==> src/rtl/core/kmp_stream_matcher_assert.svh <==
// Assertion macros for the streaming KMP matcher.
// Used by kmp_stream_matcher; expects clk and rst_n in the including scope.
`ifndef KMP_STREAM_MATCHER_ASSERT_SVH
`define KMP_STREAM_MATCHER_ASSERT_SVH

// Same-cycle implication, switched off while reset is held.
`define KMP_ASSERT_IMPL(label, ante, cons) \
    label: assert property (@(posedge clk) disable iff (!rst_n) (ante) |-> (cons)) \
        else $error("kmp_stream_matcher: same-cycle check failed");

// Next-cycle implication, switched off while reset is held.
`define KMP_ASSERT_NEXT(label, ante, cons) \
    label: assert property (@(posedge clk) disable iff (!rst_n) (ante) |=> (cons)) \
        else $error("kmp_stream_matcher: next-cycle check failed");

`endif

==> src/rtl/core/kmp_pkg.sv <==
// Shared constants, register codes and the pattern byte selector of the KMP matcher.
// No dependencies.
package kmp_pkg;

    // Register file layout
    localparam int CFG_INDEX_W = 2;
    localparam int CFG_DATA_W  = 64;
    localparam int LEN_CFG_W   = 5;

    localparam logic [CFG_INDEX_W-1:0] REG_PATTERN_LENGTH = 2'd0;
    localparam logic [CFG_INDEX_W-1:0] REG_PATTERN_LOW    = 2'd1;
    localparam logic [CFG_INDEX_W-1:0] REG_PATTERN_HIGH   = 2'd2;

    // Input word actions
    localparam logic ACTION_TEXT = 1'b0;
    localparam logic ACTION_END  = 1'b1;

    // Pattern storage: sixteen bytes held in two 64-bit registers
    localparam int BYTE_W       = 8;
    localparam int PAT_BYTES    = 16;
    localparam int PAT_IDX_W    = 4;
    localparam int PAT_VEC_W    = PAT_BYTES * BYTE_W;
    localparam int IDX_W        = 7;

    // Selects pattern byte idx; bytes beyond the stored sixteen read as zero.
    function automatic logic [BYTE_W-1:0] pat_byte(
        input logic [PAT_VEC_W-1:0] bytes,
        input logic [IDX_W-1:0]     idx
    );
        logic [BYTE_W-1:0] b;
        b = '0;
        if (idx < IDX_W'(PAT_BYTES))
        begin
            b = bytes[idx[PAT_IDX_W-1:0] * BYTE_W +: BYTE_W];
        end
        return b;
    endfunction

endpackage

==> src/rtl/core/kmp_stream_matcher.sv <==
// Streaming Knuth-Morris-Pratt matcher: configuration registers, failure table
// memory and the sequencer that builds the table and walks the failure chain.
// Depends on kmp_pkg and kmp_stream_matcher_assert.svh.
//
//  Channel | Direction | Handshake             | Word
//  --------+-----------+-----------------------+----------------------------------
//  cfg     | in        | cfg_valid / cfg_ready | cfg_index, cfg_data
//  in      | in        | in_valid  / in_ready  | action, text_byte
//  out     | out       | out_valid / out_ready | match_found, start_position
//
// A text byte passes through S_WALK, S_WALK_CHAIN once per failure-link step and
// S_FALL when a full match falls back through its link; the shared byte comparator
// and the single read port of the failure table set this. A new word is taken only
// once the last one is done; end of text and an empty pattern finish in S_WALK. A
// register write rebuilds the table through S_BUILD_START, then S_BUILD for each
// later pattern byte and S_BUILD_CHAIN for each link step, during which no word is
// accepted. Reset is asynchronous and clears all control state; the table needs
// no clearing. A finished result waits in a holding stage, so a stalled output
// stops new words only when both the holding stage and the output are full.
module kmp_stream_matcher
    import kmp_pkg::*;
#(
    parameter int PATTERN_MAX    = 16,
    parameter int POSITION_WIDTH = 32
)
(
    input  logic                   clk,
    input  logic                   rst_n,

    input  logic                   cfg_valid,
    output logic                   cfg_ready,
    input  logic [CFG_INDEX_W-1:0] cfg_index,
    input  logic [CFG_DATA_W-1:0]  cfg_data,

    input  logic                   in_valid,
    output logic                   in_ready,
    input  logic                   action,
    input  logic [7:0]             text_byte,

    output logic                   out_valid,
    input  logic                   out_ready,
    output logic                   match_found,
    output logic [31:0]            start_position
);

    localparam int LEN_W  = $clog2(PATTERN_MAX + 1);
    localparam int ADDR_W = (PATTERN_MAX > 1) ? $clog2(PATTERN_MAX) : 1;
    localparam int POS_W  = POSITION_WIDTH;

    typedef enum logic [2:0] {
        S_IDLE,
        S_BUILD_START,
        S_BUILD,
        S_BUILD_CHAIN,
        S_WALK,
        S_WALK_CHAIN,
        S_FALL
    } state_t;

    // Registers
    state_t                 state_reg, state_next;
    logic [LEN_CFG_W-1:0]   pattern_length_reg, pattern_length_next;
    logic [CFG_DATA_W-1:0]  pattern_low_reg, pattern_low_next;
    logic [CFG_DATA_W-1:0]  pattern_high_reg, pattern_high_next;
    logic [LEN_W-1:0]       ml_reg, ml_next;
    logic [POS_W-1:0]       pos_reg, pos_next;
    logic [LEN_W-1:0]       k_reg, k_next;
    logic [ADDR_W-1:0]      i_reg, i_next;
    logic                   action_reg, action_next;
    logic [BYTE_W-1:0]      text_byte_reg, text_byte_next;
    logic                   pend_valid_reg, pend_valid_next;
    logic                   pend_found_reg, pend_found_next;
    logic [POS_W-1:0]       pend_pos_reg, pend_pos_next;
    logic                   out_valid_reg, out_valid_next;
    logic                   match_found_reg, match_found_next;
    logic [31:0]            start_position_reg, start_position_next;
    logic [LEN_W-1:0]       rd_data_reg;

    // Failure table memory and its port controls
    logic [LEN_W-1:0]       fail_mem [PATTERN_MAX];
    logic                   mem_we;
    logic [ADDR_W-1:0]      mem_waddr;
    logic [LEN_W-1:0]       mem_wdata;
    logic                   rd_en;
    logic [ADDR_W-1:0]      rd_addr;

    // Shared compare unit and its operands
    logic [PAT_VEC_W-1:0]   pattern_vec;
    logic [LEN_W-1:0]       eff_len;
    logic [LEN_W-1:0]       eff_last;
    logic                   chain_state;
    logic                   build_state;
    logic [LEN_W-1:0]       k_cur;
    logic [LEN_W-1:0]       k_inc;
    logic [LEN_W-1:0]       k_dec;
    logic [BYTE_W-1:0]      cmp_a;
    logic                   eq;

    assign pattern_vec = {pattern_high_reg, pattern_low_reg};

    // Effective length saturates at the pattern capacity.
    always_comb
    begin
        if (int'(pattern_length_reg) > PATTERN_MAX)
        begin
            eff_len = LEN_W'(PATTERN_MAX);
        end
        else
        begin
            eff_len = LEN_W'(pattern_length_reg);
        end
    end

    assign eff_last = eff_len - LEN_W'(1);

    // In a chain state the candidate length comes straight from the table read.
    assign chain_state = (state_reg == S_BUILD_CHAIN) || (state_reg == S_WALK_CHAIN);
    assign build_state = (state_reg == S_BUILD) || (state_reg == S_BUILD_CHAIN);
    assign k_cur       = chain_state ? rd_data_reg : k_reg;
    assign k_inc       = k_cur + LEN_W'(eq);
    assign k_dec       = k_cur - LEN_W'(1);
    assign cmp_a       = build_state ? pat_byte(pattern_vec, IDX_W'(i_reg)) : text_byte_reg;
    assign eq          = (cmp_a == pat_byte(pattern_vec, IDX_W'(k_cur)));

    // Handshakes: a new word may enter while the holding word moves on.
    assign cfg_ready = (state_reg == S_IDLE);
    assign in_ready  = (state_reg == S_IDLE) && !cfg_valid &&
                       (!pend_valid_reg || !out_valid_reg || out_ready);

    assign out_valid      = out_valid_reg;
    assign match_found    = match_found_reg;
    assign start_position = start_position_reg;

    // Next-state logic for the sequencer, registers and output stages.
    always_comb
    begin
        state_next          = state_reg;
        pattern_length_next = pattern_length_reg;
        pattern_low_next    = pattern_low_reg;
        pattern_high_next   = pattern_high_reg;
        ml_next             = ml_reg;
        pos_next            = pos_reg;
        k_next              = k_reg;
        i_next              = i_reg;
        action_next         = action_reg;
        text_byte_next      = text_byte_reg;
        pend_valid_next     = pend_valid_reg;
        pend_found_next     = pend_found_reg;
        pend_pos_next       = pend_pos_reg;
        out_valid_next      = out_valid_reg;
        match_found_next    = match_found_reg;
        start_position_next = start_position_reg;
        mem_we              = 1'b0;
        mem_waddr           = i_reg;
        mem_wdata           = k_inc;
        rd_en               = 1'b0;
        rd_addr             = k_dec[ADDR_W-1:0];

        // Output stage: the holding word moves on when the output is free.
        if (pend_valid_reg && (!out_valid_reg || out_ready))
        begin
            out_valid_next      = 1'b1;
            match_found_next    = pend_found_reg;
            start_position_next = 32'(pend_pos_reg);
            pend_valid_next     = 1'b0;
        end
        else if (out_ready)
        begin
            out_valid_next = 1'b0;
        end

        case (state_reg)
            S_IDLE:
            begin
                if (cfg_valid)
                begin
                    case (cfg_index)
                        REG_PATTERN_LENGTH:
                        begin
                            pattern_length_next = cfg_data[LEN_CFG_W-1:0];
                            ml_next             = '0;
                            state_next          = S_BUILD_START;
                        end
                        REG_PATTERN_LOW:
                        begin
                            pattern_low_next = cfg_data;
                            ml_next          = '0;
                            state_next       = S_BUILD_START;
                        end
                        REG_PATTERN_HIGH:
                        begin
                            pattern_high_next = cfg_data;
                            ml_next           = '0;
                            state_next        = S_BUILD_START;
                        end
                        default:
                        begin
                        end
                    endcase
                end
                else if (in_valid && in_ready)
                begin
                    action_next    = action;
                    text_byte_next = text_byte;
                    k_next         = (ml_reg >= eff_len) ? '0 : ml_reg;
                    state_next     = S_WALK;
                end
            end

            // Entry zero of the table is always zero.
            S_BUILD_START:
            begin
                mem_we     = 1'b1;
                mem_waddr  = '0;
                mem_wdata  = '0;
                k_next     = '0;
                i_next     = ADDR_W'(1);
                state_next = (eff_len > LEN_W'(1)) ? S_BUILD : S_IDLE;
            end

            // One prefix-function step per cycle; a mismatch follows a link.
            S_BUILD, S_BUILD_CHAIN:
            begin
                if ((k_cur != '0) && !eq)
                begin
                    rd_en      = 1'b1;
                    rd_addr    = k_dec[ADDR_W-1:0];
                    state_next = S_BUILD_CHAIN;
                end
                else
                begin
                    mem_we    = 1'b1;
                    mem_waddr = i_reg;
                    mem_wdata = k_inc;
                    k_next    = k_inc;
                    if (LEN_W'(i_reg) == eff_last)
                    begin
                        state_next = S_IDLE;
                    end
                    else
                    begin
                        i_next     = i_reg + ADDR_W'(1);
                        state_next = S_BUILD;
                    end
                end
            end

            // Text walk: end of text and the empty pattern finish at once.
            S_WALK, S_WALK_CHAIN:
            begin
                if ((state_reg == S_WALK) && (action_reg == ACTION_END))
                begin
                    pend_valid_next = 1'b1;
                    pend_found_next = (eff_len == '0);
                    pend_pos_next   = (eff_len == '0) ? pos_reg : '0;
                    pos_next        = '0;
                    ml_next         = '0;
                    state_next      = S_IDLE;
                end
                else if ((state_reg == S_WALK) && (eff_len == '0))
                begin
                    pend_valid_next = 1'b1;
                    pend_found_next = 1'b1;
                    pend_pos_next   = pos_reg;
                    pos_next        = pos_reg + POS_W'(1);
                    state_next      = S_IDLE;
                end
                else if ((k_cur != '0) && !eq)
                begin
                    rd_en      = 1'b1;
                    rd_addr    = k_dec[ADDR_W-1:0];
                    state_next = S_WALK_CHAIN;
                end
                else if (k_inc == eff_len)
                begin
                    // Full match: fetch the link of the last pattern byte.
                    rd_en      = 1'b1;
                    rd_addr    = k_cur[ADDR_W-1:0];
                    state_next = S_FALL;
                end
                else
                begin
                    pend_valid_next = 1'b1;
                    pend_found_next = 1'b0;
                    pend_pos_next   = '0;
                    ml_next         = k_inc;
                    pos_next        = pos_reg + POS_W'(1);
                    state_next      = S_IDLE;
                end
            end

            // Report the match and fall back so overlapping matches are seen.
            S_FALL:
            begin
                pend_valid_next = 1'b1;
                pend_found_next = 1'b1;
                pend_pos_next   = pos_reg - POS_W'(eff_last);
                ml_next         = rd_data_reg;
                pos_next        = pos_reg + POS_W'(1);
                state_next      = S_IDLE;
            end

            default:
            begin
                state_next = S_IDLE;
            end
        endcase
    end

    // State, configuration and registered outputs.
    always_ff @(posedge clk or negedge rst_n)
    begin
        if (!rst_n)
        begin
            state_reg          <= S_IDLE;
            pattern_length_reg <= '0;
            pattern_low_reg    <= '0;
            pattern_high_reg   <= '0;
            ml_reg             <= '0;
            pos_reg            <= '0;
            k_reg              <= '0;
            i_reg              <= '0;
            pend_valid_reg     <= 1'b0;
            out_valid_reg      <= 1'b0;
        end
        else
        begin
            state_reg          <= state_next;
            pattern_length_reg <= pattern_length_next;
            pattern_low_reg    <= pattern_low_next;
            pattern_high_reg   <= pattern_high_next;
            ml_reg             <= ml_next;
            pos_reg            <= pos_next;
            k_reg              <= k_next;
            i_reg              <= i_next;
            pend_valid_reg     <= pend_valid_next;
            out_valid_reg      <= out_valid_next;
        end
    end

    // Payload registers carry no reset.
    always_ff @(posedge clk)
    begin
        action_reg         <= action_next;
        text_byte_reg      <= text_byte_next;
        pend_found_reg     <= pend_found_next;
        pend_pos_reg       <= pend_pos_next;
        match_found_reg    <= match_found_next;
        start_position_reg <= start_position_next;
    end

    // Failure table: one write port, one registered read port.
    always_ff @(posedge clk)
    begin
        if (mem_we)
        begin
            fail_mem[mem_waddr] <= mem_wdata;
        end
        if (rd_en)
        begin
            rd_data_reg <= fail_mem[rd_addr];
        end
    end

`include "kmp_stream_matcher_assert.svh"

    // The matched length stays short of a full match between words.
    `KMP_ASSERT_IMPL(a_ml_below_len, (state_reg == S_IDLE) && (eff_len != '0), ml_reg < eff_len)
    // Each failure link points strictly below the length it was taken from.
    `KMP_ASSERT_IMPL(a_link_shrinks, chain_state, rd_data_reg < $past(k_cur))
    // The holding stage is empty whenever a text word is being worked on.
    `KMP_ASSERT_IMPL(a_pend_free, (state_reg == S_WALK) || (state_reg == S_WALK_CHAIN) || (state_reg == S_FALL), !pend_valid_reg)
    // A fall-back always leaves a found match in the holding stage.
    `KMP_ASSERT_NEXT(a_fall_reports, state_reg == S_FALL, pend_valid_reg && pend_found_reg)
    // A word without a match carries a zero start position.
    `KMP_ASSERT_IMPL(a_nomatch_zero, out_valid && !match_found, start_position == '0)

endmodule

==> config.mk <==
export PLATFORM = sky130hd
export DESIGN_NAME = kmp_stream_matcher
export DESIGN_NICKNAME = d
export VERILOG_FILES = /design/src/rtl/core/kmp_pkg.sv /design/src/rtl/core/kmp_stream_matcher.sv
export VERILOG_INCLUDE_DIRS = /design/src /design/src/rtl/core
export SDC_FILE = /design/constraint.sdc
export NUM_CORES = 1
export LEC_CHECK = 0
export BUFFER_PORTS_ARGS = -buffer_cell sky130_fd_sc_hd__buf_2
export CORE_UTILIZATION = 50
export DETAILED_ROUTE_END_ITERATION = 10
export GPL_TIMING_DRIVEN = 1
export PLACE_DENSITY_LB_ADDON = 0.2
export SLEW_MARGIN = 40
export SYNTH_ARGS = -nofsm -noshare
export SYNTH_HDL_FRONTEND = slang
export SYNTH_SLANG_ARGS = --single-unit
==> constraint.sdc <==
create_clock -name clk -period 13.2 [get_ports clk]
set_clock_uncertainty 0.1 [all_clocks]
set_input_delay 1.98 -clock clk [delete_from_list [all_inputs] [get_ports clk]]
set_output_delay 1.98 -clock clk [all_outputs]
set_load 0.01 [all_outputs]
### Yosys cells after proc, flatten, opt, wreduce, memory -nomap -nowiden

Memories as Yosys holds them, arrays and structs flattened. A register that Yosys moved wholly into a read port is not among the register bits.
Cells that the tools add are included.

* output and inout bits: 36
* word-level logic and storage cells: 162
* flip-flop bits (word level): 259
* memories kept: 1
* memory bits (writable): 80
* input port bits: 80

* reductions and logical operators: 37
* bitwise logic cells: 1
* shift-type cells: 2
* equality and inequality tests: 24
* add/subtract/negate cells: 6
* $lt $le $gt $ge: 4
* mux-type cells: 71

Memories
* fail_mem: words 16, bits a word 5, read ports 1, clocked after Yosys merged registers in 1, wr ports 1, RTL line kmp_stream_matcher.sv:80 `logic [LEN_W-1:0] fail_mem [PATTERN_MAX];`

Operators by type and width (count)
* 32-bit two-way mux: 9
* 128-bit by 8-bit variable part select with 8-bit output: 2
* 32-bit case mux with 2 select lines: 2
* 5-bit two-way mux: 13
* 32-bit by 1-bit adder with 32-bit output (second input constant): 1
* 4-bit two-way mux: 8
* 32-bit by 5-bit subtractor with 32-bit output: 1
* 5-bit case mux with 3 select lines: 2
* 3-bit two-way mux: 7
* 1-bit two-way mux: 19
* 3-bit AND reduction: 6
* 8-bit two-way mux: 2
* 3-bit != test (second input constant): 4
* 3-bit case mux with 4 select lines: 1
* 2-bit != test (second input constant): 5
* 3-bit equality test (second input constant): 3
* 8-bit equality test: 1
* 4-bit != test (second input constant): 2
* 1-bit case mux with 2 select lines: 4
* 4-bit case mux with 2 select lines: 1
* 1-bit logical AND: 7
* 3-bit by 2-bit equality test with 1-bit output (second input constant): 2
* 2-bit two-way mux: 3
* 6-bit AND reduction: 1
* 28 further kinds: 39

### Depth between registers and ports, before layout

Gate-level depths: netlist of the first run.

* depth in word-level cells: 13
* depth in mapped cells: 28
* depth with buffers taken out: 23

### Least setup slack after synthesis of the first run

Ideal clock, no wire load.

* kind: flip-flop to flip-flop
* start: register state_reg[1]
* end: register rd_data_reg[0], read port of fail_mem (data pin)
* period minus slack after synthesis: 5789 ps
* path buffers: 4
* data arrival time: 5423 ps
* setup slack: 7411 ps
* data required time: 12835 ps
* cell stages (with the launch flop): 26
* library setup time: 265 ps
* cells stage by stage: dfrtp_1 buf_6 xor2_2 buf_6 and3_1 nor2_2 mux2i_1 o22ai_1 or4_1 nand4_1 nand3b_2 buf_2 inv_1 ha_1 ha_1 nor4bb_1 a31oi_1 o32a_1 nor2_1 o211ai_2 a21oi_2 buf_6 mux2_2 a221oi_1 nor3_1 or3_1

* cells in the longest elaborated chain, start to end: 13
* elaborated cells between the ends (all ways): 33
* classes of those cells: add/sub (2); order compare (1); eq/ne (6); shift (1); mux (14); reduce/logical (9)

RTL lines
* from (decl): RTL line kmp_stream_matcher.sv:61 `state_t state_reg, state_next;`
* from (signal assigned): RTL line kmp_stream_matcher.sv:328 `state_reg <= state_next;`
* 3-bit by 2-bit equality test with 1-bit output / 3-bit equality test (equally long branches): RTL line kmp_stream_matcher.sv:117, kmp_stream_matcher.sv:118, kmp_stream_matcher.sv:172
* 1-bit logical OR: RTL line kmp_stream_matcher.sv:117 `assign chain_state = (state_reg == S_BUILD_CHAIN) || (state_reg == S_WALK_CHAIN);`
* 5-bit two-way mux: RTL line kmp_stream_matcher.sv:119 `assign k_cur = chain_state ? rd_data_reg : k_reg;`
* 128-bit by 8-bit variable part select with 8-bit output / 5-bit < comparator (equally long branches): RTL line kmp_pkg.sv:34, kmp_pkg.sv:32
* 8-bit two-way mux: RTL line kmp_pkg.sv:32 `if (idx < IDX_W'(PAT_BYTES))`
* 8-bit equality test: RTL line kmp_stream_matcher.sv:123 `assign eq = (cmp_a == pat_byte(pattern_vec, IDX_W'(k_cur)));`
* 5-bit by 1-bit adder with 5-bit output: RTL line kmp_stream_matcher.sv:120 `assign k_inc = k_cur + LEN_W'(eq);`
* 5-bit equality test: RTL line kmp_stream_matcher.sv:274 `else if (k_inc == eff_len)`
* 1-bit two-way mux / 4-bit two-way mux (equally long branches): RTL line kmp_stream_matcher.sv:274
* 1-bit two-way mux / 4-bit two-way mux (equally long branches): RTL line kmp_stream_matcher.sv:268 `else if ((k_cur != '0) && !eq)`
* 1-bit two-way mux / 4-bit two-way mux (equally long branches): RTL line kmp_stream_matcher.sv:260 `else if ((state_reg == S_WALK) && (eff_len == '0))`
* 1-bit two-way mux / 4-bit two-way mux (equally long branches): RTL line kmp_stream_matcher.sv:251 `if ((state_reg == S_WALK) && (action_reg == ACTION_END))`
* 1-bit case mux with 2 select lines / 4-bit two-way mux (equally long branches)
* to (decl): RTL line kmp_stream_matcher.sv:77 `logic [LEN_W-1:0] rd_data_reg;`

Several ways; a longest one is shown, not always the timed one.
A chain may end at the register's enable or synchronous reset.

### Worst setup path in the final report of the first run

* start: register state_reg[2]
* end: register rd_data_reg[2], read port of fail_mem (data pin)

The elaborated chain is that of the path after synthesis.

==> flow_metrics.env, run 1 <==
export IMPL_synth_top_area_share_pct=25.1
export IMPL_synth_area_leaders="edfxtp_1, dfrtp_1, mux2_2"
export IMPL_port_buffers=115
export IMPL_critPathKind="reg2reg"
export IMPL_min_path_type="reg2reg"
export IMPL_placedInstanceArea_um2=20100
export IMPL_power_leakage_nw=8.72
export IMPL_ys_async_sr_fraction_pct=53.5
export IMPL_cts_sinks=344
export IMPL_required_ns=13.53
export IMPL_max_slew_margin_pct=44.4
export IMPL_cts_tree="yes"
export IMPL_drive_above_1_share_pct=23.5
export IMPL_io_pin_count=116
export IMPL_hold_violations=0
export IMPL_core_area_um2=37700
export IMPL_slew_viol_final=0
export IMPL_ctsHoldBuffers=0
export IMPL_gp_congestion=1.07
export IMPL_vdd_drop_max_uv=129
export IMPL_rr_worst_depth=24
export IMPL_r2r_slack_ns=5.23
export IMPL_cp_start_kind="flop"
export IMPL_die_h_um=198
export IMPL_cts_clk_slew_worst_paths_ns=0.06
export IMPL_synthFlopType="dfrtp_1"
export IMPL_ys_seq_area_share_pct=49.2
export IMPL_drcViolationCount=0
export IMPL_wl_per_cell_um=23.9
export IMPL_vias_per_cell=6.40
export IMPL_final_util_pct=56.9
export IMPL_drtIter0Drc=1786
export IMPL_n_fill_cell=3196
export IMPL_postCtsSetupBuffers=0
export IMPL_powerDensity_nw_per_um2=284
export IMPL_rows=71
export IMPL_tightest_slew_ns=0.833
export IMPL_cp_data_arrival_time_ns=8.30
export IMPL_syn_inst=1722
export IMPL_dp_hpwl_um=38900
export IMPL_crit_path_end_kind="flop"
export IMPL_diodes=0
export IMPL_worstHoldStart="pend_pos_reg[19]$_DFFE_PP_"
export IMPL_final_setup_tns_ns=0
export IMPL_place_ws_ns=5.29
export IMPL_die_width_um=198
export IMPL_routed_wl_um=55800
export IMPL_grt_pass1_vias=14300
export IMPL_grt_pass1_wl_um=86200
export IMPL_synth_most_common_cell="dfrtp_1"
export IMPL_min_period_over_period_pct=60.4
export IMPL_status="finished, final reports clean"
export IMPL_synthTopCellsByCount="dfrtp_1, nand2_1, edfxtp_1, mux2_2, nor2_1"
export IMPL_cts_root_buffer="clkbuf_16"
export IMPL_largest_register_ffs=80
export IMPL_grt_usage_pct=29.1
export IMPL_ys_warn_count=0
export IMPL_postRouteAntennaNets=0
export IMPL_setup_violations=0
export IMPL_synthesis_area_um2=19100
export IMPL_synth_seq_cells=344
export IMPL_syn_num_nets=1821
export IMPL_dieArea_um2=39000
export IMPL_cp_max_fo=46
export IMPL_initial_utilization_pct=50.8
export IMPL_timing_rr_start="state_reg[2]$_DFFE_PN0P_"
export IMPL_drtPass1Iterations=8
export IMPL_hold_path_depth=0
export IMPL_antenna_found_initial=0
export IMPL_postLayoutSetupSlackWorst_ns=5.23
export IMPL_min_to="start_position[19]$_DFFE_PP_"
export IMPL_grt_max_degree=67
export IMPL_htree_num_levels=2
export IMPL_synth_edff_count=160
export IMPL_yosysTopAreaCell="edfxtp_1"
export IMPL_clock_path_buffers=3
export IMPL_ctsResizeCount=0
export IMPL_grt_ovfl_total=0
export IMPL_reg2reg_to="rd_data_reg[2]$_DFFE_PP_"
export IMPL_area_growth_pct=12.1
export IMPL_insertion_delay_ns=0.58
export IMPL_final_area_um2=21400
export IMPL_layout_min_cycle_time_ns=7.97
export IMPL_maxCapViolations=0
export IMPL_rsz0062_at_grt="false"
export IMPL_cts_buffers_inserted=38
export IMPL_synth_distinct_cells=91
export IMPL_fmax_mhz=125
export IMPL_finalNetCount=1888
export IMPL_dr_total_vias=14900
export IMPL_avgSynthCellArea_um2=11.1
==> final cells by class <==
class | count | area, um2 | area share [%]
well taps | 511 | 639 | 2.98
clock inverters | 18 | 229 | 1.07
clock buffers | 52 | 1080 | 5.06
flip-flops and latches | 344 | 9420 | 43.9
repair buffers | 148 | 851 | 3.97
multi-input cells | 1236 | 9140 | 42.6
inverters | 21 | 78.8 | 0.368
==> through the flow <==
stage	total power (W)	instances	hold slack, ns
global placement	0.00484	2259	0.301
detailed placement	0.00491	2259	0.305
CTS	0.00603	2329	0.318
global route	0.00641	2330	0.324
finish	0.00610	2330	0.317
floorplan	0.00396	1722	0.300
==> power breakdown <==
part           switching [W]  total [W]  leakage, nW  internal, W
Sequential          0.000392    0.00193         3.76      0.00154
Clock               0.000449    0.00111        0.636     0.000660
Combinational        0.00183    0.00306         4.33      0.00123
Total                0.00267    0.00610         8.72      0.00343
==> worst max-delay path, stage by stage (launching register included) <==
cell and delay [ns]:
dfrtp_1 0.79, xor2_2 0.16, buf_4 0.36, nand3_1 0.57
nand2_1 0.25, buf_4 0.50, mux4_2 0.59, nand3_1 0.11
and3_1 0.16, a211oi_1 0.06, nand3b_2 0.36, inv_1 0.09
ha_1 0.23, ha_1 0.40, nor4bb_1 0.30, a31oi_1 0.08
o32a_1 0.20, nor2_1 0.25, o211ai_4 0.27, a21oi_2 0.28
buf_4 0.39, a211o_1 0.44, nand2_1 0.15, a2111oi_0 0.52
or3_1 0.20
==> cells in the final DEF, fill, tap and decap left out, drive strengths merged, types with 70 or more instances in the layout <==
| master | n |
|---|---|
| o21ai | 70 |
| a21oi | 72 |
| buf | 147 |
| mux2 | 148 |
| nand3 | 76 |
| edfxtp | 160 |
| dfrtp | 184 |
| nand2 | 174 |
| nor2 | 114 |
| mux2i | 105 |
==> routing by layer <==
metal	global-route usage [%]	routed length [um]	up-vias
met4	9.93	1790	0
met3	6.71	5460	141
met2	43.5	24300	777
met5	0	0	-
li1	-	-	6661
met1	41.6	24200	7327
==> cell families (layout without fill, tap and decap cells) <==
family	after synthesis	in the layout	synth area share (%)
xor+xnor	36	36	1.82
mux	284	284	17.9
fa+ha+maj	19	19	1.28
buf+inv	142	239	3.27
compound gates	361	361	12.9
simple gates	536	536	13.6
flops	344	344	49.2
==> worst max-delay path by stage <==
stage                                  start                       end  cells past startpoint
finish              state_reg[2]$_DFFE_PN0P_  rd_data_reg[2]$_DFFE_PP_                     24
global route        state_reg[2]$_DFFE_PN0P_  rd_data_reg[2]$_DFFE_PP_                     24
CTS                 state_reg[2]$_DFFE_PN0P_  rd_data_reg[2]$_DFFE_PP_                     23
detailed placement  state_reg[2]$_DFFE_PN0P_  rd_data_reg[2]$_DFFE_PP_                     23
global placement    state_reg[2]$_DFFE_PN0P_  rd_data_reg[2]$_DFFE_PP_                     22
floorplan           state_reg[1]$_DFFE_PN0P_  rd_data_reg[0]$_DFFE_PP_                     25
No activity file was read; power rests on OpenSTA's default activity.
==> run 2, diff against run 1 <==
--- a/config.mk
+++ b/config.mk
@@ -6,6 +6,7 @@
 export SDC_FILE = /design/constraint.sdc
 export NUM_CORES = 1
 export LEC_CHECK = 0
+export ABC_AREA = 1
 export BUFFER_PORTS_ARGS = -buffer_cell sky130_fd_sc_hd__buf_2
 export CORE_UTILIZATION = 50
 export DETAILED_ROUTE_END_ITERATION = 10
==> constraint.sdc (replaced) <==
create_clock -name clk -period 6.62 [get_ports clk]
set_clock_uncertainty 0.1 [all_clocks]
set_input_delay 0.993 -clock clk [delete_from_list [all_inputs] [get_ports clk]]
set_output_delay 0.993 -clock clk [all_outputs]
set_load 0.01 [all_outputs]
==> flow_metrics.env, run 2 <==
export IMPL_status="finished, final reports clean"
export IMPL_max_slew_margin_pct=45.2
export IMPL_ys_warn_count=0
export IMPL_synth_top_area_share_pct=26.6
export IMPL_met2WireLength_um=23900
export IMPL_grt_max_degree=129
export IMPL_drtIter0Drc=1527
export IMPL_largest_register_ffs=80
export IMPL_layout_min_cycle_time_ns=6.01
export IMPL_ys_seq_area_share_pct=52.0
export IMPL_drive_above_1_share_pct=11.0
export IMPL_required_ns=6.94
export IMPL_cts_buffers_inserted=38
export IMPL_final_setup_tns_ns=0
export IMPL_avgSynthCellArea_um2=8.16
export IMPL_power_leakage_nw=9.37
export IMPL_crit_buf_inv=3
export IMPL_rsz0062_at_grt="false"
export IMPL_rows=69
export IMPL_insertion_delay_ns=0.55
export IMPL_final_area_um2=20300
export IMPL_cp_slowest_cell="nand2_2"
export IMPL_crit_top_cell="nand2_1"
export IMPL_drcViolationCount=0
export IMPL_io_pin_count=116
export IMPL_highest_layer="met4"
export IMPL_port_buffers=115
export IMPL_synth_seq_cells=344
export IMPL_final_cell_mix="nand2_1, nand3_1, inv_1"
export IMPL_cpPeakStageDelay_ns=0.52
export IMPL_die_width_um=192
export IMPL_min_period_over_period_pct=90.7
export IMPL_crit_start="state_reg[1]$_DFFE_PN0P_"
export IMPL_diodes=0
export IMPL_cts_root_buffer="clkbuf_16"
export IMPL_hold_violations=0
export IMPL_ff_latch_area_um2=9410
export IMPL_cts_tree="yes"
export IMPL_gp_congestion=0.943
export IMPL_met1_length_um=21600
export IMPL_fmax_mhz=166
export IMPL_htree_num_levels=2
export IMPL_synth_most_common_cell="nand2_1"
export IMPL_synthFlopType="dfrtp_1"
export IMPL_grt_pass1_vias=14700
export IMPL_crit_family="simple AND/OR/NAND/NOR gates"
export IMPL_grt_pass1_wl_um=80000
export IMPL_final_common_cell="nand2_1"
export IMPL_ctsHoldBuffers=0
export IMPL_wl_per_cell_um=18.2
export IMPL_powerDensity_nw_per_um2=553
export IMPL_crit_path_end_kind="flop"
export IMPL_antenna_found_initial=0
export IMPL_ys_async_sr_fraction_pct=53.5
export IMPL_worstHoldStart="pend_pos_reg[12]$_DFFE_PP_"
export IMPL_finalNetCount=2388
export IMPL_dp_hpwl_um=34900
export IMPL_setup_violations=0
export IMPL_core_area_um2=35600
export IMPL_grt_ovfl_total=0
export IMPL_cp_max_fo=37
export IMPL_initial_utilization_pct=50.8
export IMPL_synthTopCellsByCount="nand2_1, nand3_1, inv_1, o21ai_0, dfrtp_1"
export IMPL_syn_num_nets=2315
export IMPL_drtPass1Iterations=6
export IMPL_cts_clk_slew_worst_paths_ns=0.06
export IMPL_synth_area_leaders="edfxtp_1, dfrtp_1, nand2_1"
export IMPL_wl_met3_um=2920
export IMPL_min_path_type="reg2reg"
export IMPL_placedInstanceArea_um2=19000
export IMPL_syn_inst=2216
export IMPL_die_h_um=192
export IMPL_synth_edff_count=160
export IMPL_cp_data_arrival_time_ns=6.32
export IMPL_vias_per_cell=5.53
export IMPL_routed_wl_um=50700
export IMPL_synthesis_area_um2=18100
export IMPL_critPathKind="reg2reg"
export IMPL_vdd_drop_max_uv=335
export IMPL_clock_path_buffers=3
export IMPL_dieArea_um2=36900
export IMPL_timing_rr_start="state_reg[1]$_DFFE_PN0P_"
export IMPL_tightest_slew_ns=0.821
export IMPL_multi_input_area_um2=7130
export IMPL_dr_total_vias=15400
export IMPL_cts_sinks=344
export IMPL_final_util_pct=57.1
export IMPL_synth_distinct_cells=48
export IMPL_maxCapViolations=0
export IMPL_yosysTopAreaCell="edfxtp_1"
export IMPL_n_fill_cell=3284
export IMPL_cp_start_kind="flop"
export IMPL_area_growth_pct=12.4
export IMPL_grt_usage_pct=28.2
export IMPL_slew_viol_final=0
export IMPL_postRouteAntennaNets=0
## run 2: worst reg2reg max path, delay by kind of cell (launching register included)
family / cells / cell delay (ns)
simple gates: 25 / 4.07
flops: 1 / 0.43
buf+inv: 3 / 0.45
xor+xnor: 1 / 0.36
fa+ha+maj: 2 / 0.46
## run 2: layer usage
metal / global-route usage (%) / up-vias
li1: - / 7441
met1: 37.8 / 7245
met2: 45.4 / 560
met3: 3.54 / 120
met4: 13.1 / 0
met5: 0 / -
## run 2: kinds of logic after synthesis
group           after synthesis  share of synthesized area, %
simple gates               1102                          26.5
buf+inv                     398                          8.69
flops                       344                          52.0
compound gates              319                          9.67
xor+xnor                     32                          1.59
fa+ha+maj                    19                          1.36
mux                           2                         0.125
## run 2: report_power, final
group / internal, W / switching (W) / leakage, nW
registers: 0.00311 / 0.000513 / 3.83
clock network: 0.00132 / 0.000876 / 0.635
logic: 0.00170 / 0.00372 / 4.91
## run 2: final timing paths
check,to,depth (start not counted),slack (ns)
max reg2reg,rd_data_reg[0]$_DFFE_PP_,31,0.61
min,start_position[12]$_DFFE_PP_,0,0.31
max,rd_data_reg[0]$_DFFE_PP_,31,0.61
min reg2reg,start_position[12]$_DFFE_PP_,0,0.31
max in group asynchronous,pos_reg[19]$_DFFE_PN0P_,2,4.94
min in group asynchronous,pattern_high_reg[58]$_DFFE_PN0P_,1,0.33
## run 2: layout make-up
| cell class | count | area share [%] |
|---|---|---|
| Clock buffer | 55 | 5.61 |
| Multi-Input combinational cell | 1474 | 35.1 |
| Sequential cell | 344 | 46.3 |
| Timing Repair Buffer | 142 | 4.01 |
| Tap cell | 461 | 2.84 |
| Clock inverter | 15 | 0.794 |
| Inverter | 289 | 5.35 |
## run 2: through the flow
stage          power (W)  instances  hold slack [ns]  setup slack (ns)
3_5_place_dp     0.00902       2710            0.305             0.761
4_1_cts           0.0112       2780            0.317             0.734
5_1_grt           0.0121       2780            0.323            0.0527
6_report          0.0112       2780            0.312             0.613
3_3_place_gp     0.00891       2709            0.301             0.841
2_1_floorplan    0.00734       2216            0.300              2.27
## run 2: what timing repair did
action                     CTS  global route
resized for setup            0             1
setup endpoints to repair    0            19
hold endpoints to repair     0             0
setup buffers                0             0
